## src/sv/lat_ram.sv

```systemverilog
// Generic single-write, single-read RAM with registered read data.
`default_nettype none

module lat_ram #(
    parameter int WIDTH = 64,
    parameter int DEPTH = 64
) (
    input  wire logic                     clk,
    input  wire logic                     we,
    input  wire logic [$clog2(DEPTH)-1:0] waddr,
    input  wire logic [WIDTH-1:0]         wdata,
    input  wire logic [$clog2(DEPTH)-1:0] raddr,
    output logic      [WIDTH-1:0]         rdata
);

    logic [WIDTH-1:0] mem [DEPTH];
    logic [WIDTH-1:0] rdata_reg;

    always_ff @(posedge clk)
    begin
        if (we)
        begin
            mem[waddr] <= wdata;
        end
        rdata_reg <= mem[raddr];
    end

    assign rdata = rdata_reg;

endmodule

`default_nettype wire

```

## config.mk

```make
export PLATFORM = sky130hd
export DESIGN_NAME = lat_ram
export DESIGN_NICKNAME = d
export VERILOG_FILES = /design/src/sv/lat_ram.sv
export SDC_FILE = /design/constraint.sdc
export NUM_CORES = 2
export LEC_CHECK = 0
export BUFFER_PORTS_ARGS = -buffer_cell sky130_fd_sc_hd__buf_2
export CAP_MARGIN = 20
export CORE_MARGIN = 4
export CORE_UTILIZATION = 28
export DETAILED_ROUTE_END_ITERATION = 8
export SYNTH_ARGS = -nofsm -noshare
export SYNTH_HDL_FRONTEND = slang
export SYNTH_SLANG_ARGS = --single-unit
```

## constraint.sdc

```tcl
create_clock -name clk -period 6 [get_ports clk]
set_input_delay 0.9 -clock clk [delete_from_list [all_inputs] [get_ports clk]]
set_output_delay 0.9 -clock clk [all_outputs]
set_load 0.005 [all_outputs]
```

==> run summary <==
RD Place Congestion = 0.763
I/O pin count = 142
CTS max path bufs = 4
Seq/Total Area, Yosys = 79.5%
CP startpoint kind = input port
Cts bufs inserted = 398
Die area = 0.570 sq mm
Clock skew after layout = 0.0600 ns
Antenna violations before repair = 57
Synth top area share = 78.7%
First-pass GRT wire length = 609000 um
Worst min path class = in2reg
Tcrit/Tclk final = 53.0%
Vias per std cell = 5.02
Detail Placement HPWL = 237000 um
R2R Path Start = mem[38][24]
Iteration-0 DRC count of the detailed router = 9577
Antenna viol nets, final = 0
Flop pwr share = 53.6%
Headroom to the max-slew limit = 22.6%
Largest net degree at the start of global routing = 108
Starting Density = 28.1%
Residual overflow from global routing = 0
Worst skew pair latency = 0.94 ns
Drt pass-1 iters = 5
Crit end category = register
Postcts setup bufs = 0
Min cycle time layout = 3.18 ns
Min-Delay Startpoint = wdata[58]
Placeable core region = 0.557 sq mm
Synth top area cells = edfxtp_1 79%, mux4_2 15%, mux2i_1 0.86%, dfxtp_1 0.82%, a22oi_1 0.81%
Req. time, crit path = 6.75 ns
Leading area contributor after synthesis = edfxtp_1
Mapped Cells = 6598
Clk sinks = 4160
Switching pwr = 12.8 mW
Comb pwr share = 4.6%
Chip height = 755 um
Max-Cap Viols = 0
Max FFs per register = 4096
Sw Share = 21.1%
Static leakage = 55.1 nW
Internal Power = 47.6 mW
Status = finished, final reports clean
Netlist cell types = 33
Avg Synthesized Cell Area = 23.7 sq um
Number of synthesized flops with an enable pin = 4096
Port buffer count = 141
Crit Path Max Fanout = 58
Pwr dens = 333 mW/mm^2
Main synth FF type = edfxtp_1
Clock Pin Slew Worst Setup and Hold Paths = 0.06 ns
Share of layout cells above drive strength 1 = 28.4%
Synth warn = 0
Clk network pwr share = 41.9%
Synth Net Count = 6676
Routed via count = 74500
Gr usage total = 14.9%
Die Width = 755 um
Routed len/inst = 29.4 um
CTS resizes = 0
Fin nets = 7098
TritonCTS clock tree = done
Ys async rst share = 0%
Dpl cells = 14100
Final Hold Viols = 0
Peak supply drop = 0.260 mV
Final wirelength = 436000 um
RSZ-0062 raised after global routing = false
Final Non-Filler Cells = 14900
Number of global-route vias before repair = 75900
Critical Path Source = raddr[1]
Worst-margin pin slew = 1.16 ns
Final setup vio count = 0
CP Class = in2reg
Top cells by count, synth = 4096 x edfxtp_1, 1024 x mux4_2, 170 x buf_2, 168 x a22oi_1, 140 x clkbuf_1
Arr. time, crit path = 3.93 ns
Std cell rows = 274
Synthesized cell area = 0.156 sq mm
Area grow syn2layout = 16.1%
Htree depth = 5
Setup_tns = 0 ns
Fmax = 314 MHz
Pins over their slew limit = 0
Root Buffer = clkbuf_16
Drt drc = 0
Count leader, synth = edfxtp_1
FF+latch count, synth = 4160
Post-CTS Hold Buffers = 0
-- routing by layer --
layer | share of wire [%] | GRT usage (%) | vias to the layer above
li1 | - | - | 29400
met1 | 39 | 19.5 | 40900
met2 | 50 | 25.3 | 3444
met3 | 7.9 | 2.55 | 703
met4 | 3.3 | 4.60 | 18
met5 | 0.025 | 0 | -
-- layout by cell type (no fill, tap or decap), types with 7 or more instances in the layout --
master and n:
buf_2 138, a2bb2oi_1 19, or2_2 28, a211oi_1 63, clkbuf_1 94, inv_1 19, nand2_1 56, clkbuf_8 14
dfxtp_1 64, o221ai_1 38, clkinv_1 80, nand3_1 45, and3_1 64, bufinv_16 43, clkinvlp_4 12, mux4_2 1024
or3_1 29, a22oi_1 168, diode_2 42, o22ai_1 83, a22o_1 88, a31oi_1 18, nor2_1 47, clkinv_8 7
nand2b_1 9, edfxtp_1 4096, mux2i_1 135, clkinv_2 59, a41oi_1 26, clkbuf_16 401, buf_4 160, nor2b_1 24
inv_6 9, buf_12 91, nor2_4 65
-- layout make-up --
| cell class | count | area, sq um |
|---|---|---|
| multi-input combinational | 2049 | 30800 |
| inverter | 19 | 71.3 |
| clock buffer | 509 | 10600 |
| sequential | 4160 | 124000 |
| antenna | 42 | 105 |
| fill | 51900 | 375000 |
| tap | 7452 | 9320 |
| clock inverter | 229 | 2520 |
| timing repair buffer | 392 | 3770 |
-- final timing paths --
check | end | slack [ns] | cells past startpoint
worst min-delay path | mem[25][58] | 0.19 | 1
worst min register to register | rdata[16] | 0.83 | 4
worst max-delay path | rdata[21] | 2.82 | 8
worst max register to register | rdata[24] | 3.79 | 5
-- critical path, stage by stage --
cell	delay (ns)
buf_8	0.51
buf_12	0.38
buf_4	0.34
mux4_2	0.25
mux2i_1	0.07
o22ai_1	0.30
a41oi_1	0.16
a211oi_1	0.74
-- power groups by stage --
stage / registers [mW] / clock network (mW) / logic [mW]
floorplan: 32.9 / 0 / 1.50
global placement: 33.0 / 0 / 2.71
detailed placement: 33.0 / 0 / 2.77
CTS: 32.3 / 25.7 / 2.77
global route: 32.3 / 27.0 / 2.94
finish: 32.3 / 25.3 / 2.76
-- cells by family after synthesis --
| family | synth area share (%) |
|---|---|
| AOI/OAI and AO/OA | 2.48 |
| buffers and inverters | 1.18 |
| DFF | 79.5 |
| muxes | 15.6 |
| and+or+nand+nor | 1.24 |
-- through the flow --
step	utilization (%)	area [sq um]	power (mW)	hold WS, ns	setup WS, ns
6_report	32.6	181000	60.4	0.191	2.82
5_1_grt	32.6	181000	62.3	0.141	2.73
4_1_cts	32.5	181000	60.8	0.387	2.68
3_5_place_dp	30.1	168000	35.7	0.833	1.69
3_3_place_gp	30.1	168000	35.7	0.832	1.49
2_1_floorplan	-	156000	34.4	0.788	1.07
Power figures use the tool's default switching activity.
