## src/sv/lat_pkg.sv

```systemverilog
// Shared types and constants for the toroidal life grid.
`default_nettype none

package lat_pkg;

    localparam int COORD_W = 6;

    // Operation codes carried in func
    localparam logic [1:0] FUNC_WRITE = 2'd0;
    localparam logic [1:0] FUNC_STEP  = 2'd1;
    localparam logic [1:0] FUNC_READ  = 2'd2;

    // Result kinds
    localparam logic KIND_READ = 1'b0;
    localparam logic KIND_STEP = 1'b1;

    // B3/S23 neighbour counts
    localparam int          NBR_CNT_W     = 4;
    localparam logic [3:0]  BIRTH_COUNT   = 4'd3;
    localparam logic [3:0]  SURVIVE_COUNT = 4'd2;

    typedef struct packed {
        logic [1:0]         func;
        logic [COORD_W-1:0] col;
        logic [COORD_W-1:0] row;
        logic               alive_in;
    } in_item_t;

    typedef struct packed {
        logic result_kind;
        logic cell_alive;
    } out_item_t;

    // Controls from the sequencer to the row window
    typedef struct packed {
        logic load_n;
        logic load_c;
        logic load_s;
        logic shift;
    } win_ctl_t;

endpackage

`default_nettype wire

```

## src/sv/lat_rule.sv

```systemverilog
// Neighbour count and B3/S23 decision for one cell.
`default_nettype none

module lat_rule (
    input  wire logic [7:0] nbr,
    input  wire logic       alive,
    output logic            alive_next
);

    import lat_pkg::*;

    logic [NBR_CNT_W-1:0] cnt;

    always_comb
    begin
        cnt = '0;
        for (int i = 0; i < 8; i++)
        begin
            cnt = cnt + NBR_CNT_W'(nbr[i]);
        end
        alive_next = (cnt == BIRTH_COUNT) || (alive && (cnt == SURVIVE_COUNT));
    end

endmodule

`default_nettype wire

```

## src/sv/lat_window.sv

```systemverilog
// Three-row rotating window and next-row builder around the shared rule unit.
`default_nettype none

module lat_window #(
    parameter int WIDTH = 64
) (
    input  wire logic              clk,
    input  wire lat_pkg::win_ctl_t ctl,
    input  wire logic [WIDTH-1:0]  row_data,
    output logic      [WIDTH-1:0]  next_row
);

    import lat_pkg::*;

    logic [WIDTH-1:0] north_reg;
    logic [WIDTH-1:0] centre_reg;
    logic [WIDTH-1:0] south_reg;
    logic [WIDTH-1:0] next_reg;
    logic [7:0]       nbr;
    logic             cell_next;

    // Bit 0 is the current column, bit 1 its east and the top bit its west
    assign nbr = {north_reg[WIDTH-1], north_reg[0], north_reg[1],
                  centre_reg[WIDTH-1], centre_reg[1],
                  south_reg[WIDTH-1], south_reg[0], south_reg[1]};

    lat_rule u_rule (
        .nbr        (nbr),
        .alive      (centre_reg[0]),
        .alive_next (cell_next)
    );

    always_ff @(posedge clk)
    begin
        if (ctl.load_n)
        begin
            north_reg <= row_data;
        end
        if (ctl.load_c)
        begin
            centre_reg <= row_data;
        end
        if (ctl.load_s)
        begin
            south_reg <= row_data;
        end
        if (ctl.shift)
        begin
            // rotate one column on; the new cell enters at the top
            north_reg  <= {north_reg[0], north_reg[WIDTH-1:1]};
            centre_reg <= {centre_reg[0], centre_reg[WIDTH-1:1]};
            south_reg  <= {south_reg[0], south_reg[WIDTH-1:1]};
            next_reg   <= {cell_next, next_reg[WIDTH-1:1]};
        end
    end

    assign next_row = next_reg;

endmodule

`default_nettype wire

```

## config.mk

```make
export PLATFORM = sky130hd
export DESIGN_NAME = lat_window
export DESIGN_NICKNAME = d
export VERILOG_FILES = /design/src/sv/lat_pkg.sv /design/src/sv/lat_rule.sv /design/src/sv/lat_window.sv
export SDC_FILE = /design/constraint.sdc
export NUM_CORES = 1
export LEC_CHECK = 0
export BUFFER_PORTS_ARGS = -buffer_cell sky130_fd_sc_hd__buf_2
export CORE_MARGIN = 4
export CORE_UTILIZATION = 50
export CTS_CLUSTER_SIZE = 20
export DETAILED_ROUTE_END_ITERATION = 10
export PLACE_DENSITY = 0.79
export SYNTH_ARGS = -nofsm -noshare
export SYNTH_HDL_FRONTEND = slang
export SYNTH_SLANG_ARGS = --single-unit
```

## constraint.sdc

```tcl
create_clock -name clk -period 5.9 [get_ports clk]
set_input_delay 0.295 -clock clk [delete_from_list [all_inputs] [get_ports clk]]
set_output_delay 0.295 -clock clk [all_outputs]
set_load 0.01 [all_outputs]
```

==> impl_metrics.py <==
metrics = {
    "pwr": {
        "p_total_w": 0.00436,
        "vdd_ir_drop_max_mv": 0.283,
        "p_per_area_nw_per_um2": 372,
        "power_leakage_nw": 5.17,
    },
    "floorplanning": {
        "rows": 51,
        "pin_count": 133,
        "die-area_um2": 22300,
        "start_util": 0.511,
        "coreArea_um2": 19500,
        "fp.dieH_um": 149,
        "die_x_um": 149,
    },
    "timing": {
        "slew_headroom": 0.381,
        "finalHoldViolCount": 0,
        "fmax_mhz": 333,
        "fin_crit_ns": 3.01,
        "worst_slew_pin_slew_ns": 0.929,
        "min_period_over_period": 0.509,
        "setup_violations": 0,
        "fin_skew_ns": 0.0220,
        "rsz0062_at_grt": "no",
        "slew_violations": 0,
        "setup_tns_ns": 0,
    },
    "drt": {
        "vias": 5766,
        "firstDrtPassIters": 4,
        "drtIter0Drc": 460,
        "ant_nets": 0,
        "route.detailed.drc": 0,
        "routed_wirelength_mm": 18.0,
        "via_per_inst": 4.90,
        "wl_per_cell_um": 15.3,
    },
    "status": {
        "status": "completed",
    },
    "cts": {
        "hold_buffers": 0,
        "clockBufferDepth": 3,
        "cts_root_buffer": "clkbuf_16",
        "post_cts_resized": 0,
        "cts_setup_buffers": 0,
        "cts.sinks": 256,
        "path_clk_slew_ns": 0.06,
        "htree_levels": 1,
        "numCtsBuffers": 26,
        "tritoncts": "yes",
        "worstSkewPairLatency_ns": 0.53,
    },
    "grt": {
        "grtUsageTotal": 0.162,
        "grt_max_degree": 215,
        "grt_pass1_vias": 5644,
        "overflow": 0,
        "grt_pass1_wl_mm": 29.2,
        "grt_antenna_before_repair": 0,
    },
    "worst_setup_path": {
        "crit_top_cell": "fa_1",
        "crit_type": "reg2reg",
        "setup.worst_path.end_class": "register",
        "crit_family": "adder cells",
        "max_stage_delay_ns": 0.50,
        "cp-startpoint": "south_reg[0]$_DFFE_PP_",
        "critPathArrivalTime_ns": 3.37,
        "r2r-start": "south_reg[0]$_DFFE_PP_",
        "crit_required_ns": 6.26,
        "critPathLaunchType": "register",
        "cp_slowest_cell": "fa_1",
        "cp_cell_sequence": "ha_1 -> inv_1 -> fa_1 -> fa_1 -> inv_1 -> fa_1 -> inv_1 -> fa_1 -> a211oi_1",
        "path_buf_inv": 3,
        "critPathMaxFanout": 2,
    },
    "logic_synthesis": {
        "synthArstFlopShare": 0,
        "ys_types": 15,
        "yosys_warnings": 0,
        "synth_area_leaders": "edfxtp_1 77%, nand2_1 14%, nand2b_1 4.1%",
        "yosysMostFrequentCell": "nand2_1",
        "synth_top_area_cell": "edfxtp_1",
        "synth_common_cells": "384 x nand2_1, 256 x edfxtp_1, 65 x nand2b_1",
        "seq_area_frac_synth": 0.771,
        "ys_seq_elements": 256,
        "synth_ff_type": "edfxtp_1",
        "synthCells": 758,
        "netlist_area_um2": 9970,
        "synthDominantCellAreaShare": 0.771,
        "syn-num-nets": 834,
        "postSynthAreaPerCell_um2": 13.2,
        "synth_edf_count": 256,
    },
    "final_layout": {
        "nets": 969,
        "layout-drive-gt1-share": 0.195,
        "fill_cells": 1550,
        "syn_to_final_growth_pct": 17.4,
        "diodes": 0,
    },
    "flow_run": {
        "maxCapViolations": 0,
    },
    "worst_hold_path": {
        "holdCritPathClass": "in2reg",
        "hp-start": "row_data[17]",
    },
    "placed_design": {
        "io_buffers": 132,
        "gp_congestion": 0.763,
        "dpl.hpwl_mm": 10.6,
    },
}
## worst paths after layout
kind                            cells after the start                        to  slack (ns)
worst max-delay path                                9    next_row[63]$_DFFE_PP_        2.89
worst min-delay path                                3  centre_reg[17]$_DFFE_PP_        0.09
worst max register to register                      9    next_row[63]$_DFFE_PP_        2.89
worst min register to register                      0    next_row[21]$_DFFE_PP_        0.44
## cells by family (layout without fill, tap and decap cells)
kind of cell | Yosys count | in the layout | synth area share
DFF | 256 | 256 | 0.771
adders and majority gates | 7 | 7 | 0.0118
AOI/OAI and AO/OA | 2 | 2 | 0.00125
buffers and inverters | 39 | 193 | 0.0277
and+or+nand+nor | 454 | 454 | 0.188
## through the flow
stage	cell area, um^2	std cells	worst slack [ns]	hold slack (ns)	utilization
6_report	11700	1177	2.89	0.0861	0.600
5_1_grt	11700	1177	2.76	0.0825	0.600
4_1_cts	11700	1177	2.89	0.0655	0.600
3_5_place_dp	10800	1130	2.88	0.428	0.552
3_3_place_gp	10800	1130	3.00	0.424	0.552
2_1_floorplan	9970	758	3.06	0.407	-
## per-layer routing
metal,vias to the layer above,GRT usage,part of all wire
met5,-,0,0
met4,0,0.0430,0.019
met3,25,0.0307,0.066
met2,175,0.255,0.46
met1,2773,0.236,0.45
li1,2793,-,-
## layout by cell type (no fill, tap or decap)
cell	n
buf_12	1
nor2_1	1
nand2b_1	65
nand3b_1	1
inv_1	10
buf_2	131
fa_1	4
clkbuf_1	3
clkinv_2	5
clkinv_1	5
a211oi_1	1
or2_2	3
buf_8	1
clkinv_8	1
nand2_1	384
buf_4	3
clkbuf_16	26
bufinv_16	7
edfxtp_1	256
a21oi_1	1
ha_1	3
## power by group
group,total (W),internal (W),switching [W]
clock network,0.00178,0.00111,0.000670
registers,0.00226,0.00221,0.0000541
logic,0.000312,0.000115,0.000197
total,0.00436,0.00344,0.000921
## tightest hold or removal path, delay by kind of cell
family,cells,cell delay (ns)
buffers and inverters,1,0.07
AND/OR/NAND/NOR,2,0.14
## area by class of cell
cell class | count | area [um^2] | area share
repair buffers | 136 | 713 | 0.0609
inverters | 10 | 37.5 | 0.00321
well taps | 265 | 332 | 0.0283
clock inverters | 18 | 270 | 0.0231
clock buffers | 29 | 662 | 0.0565
multi-input cells | 463 | 2010 | 0.171
flip-flops and latches | 256 | 7690 | 0.656
No activity file was read; power rests on OpenSTA's default activity.
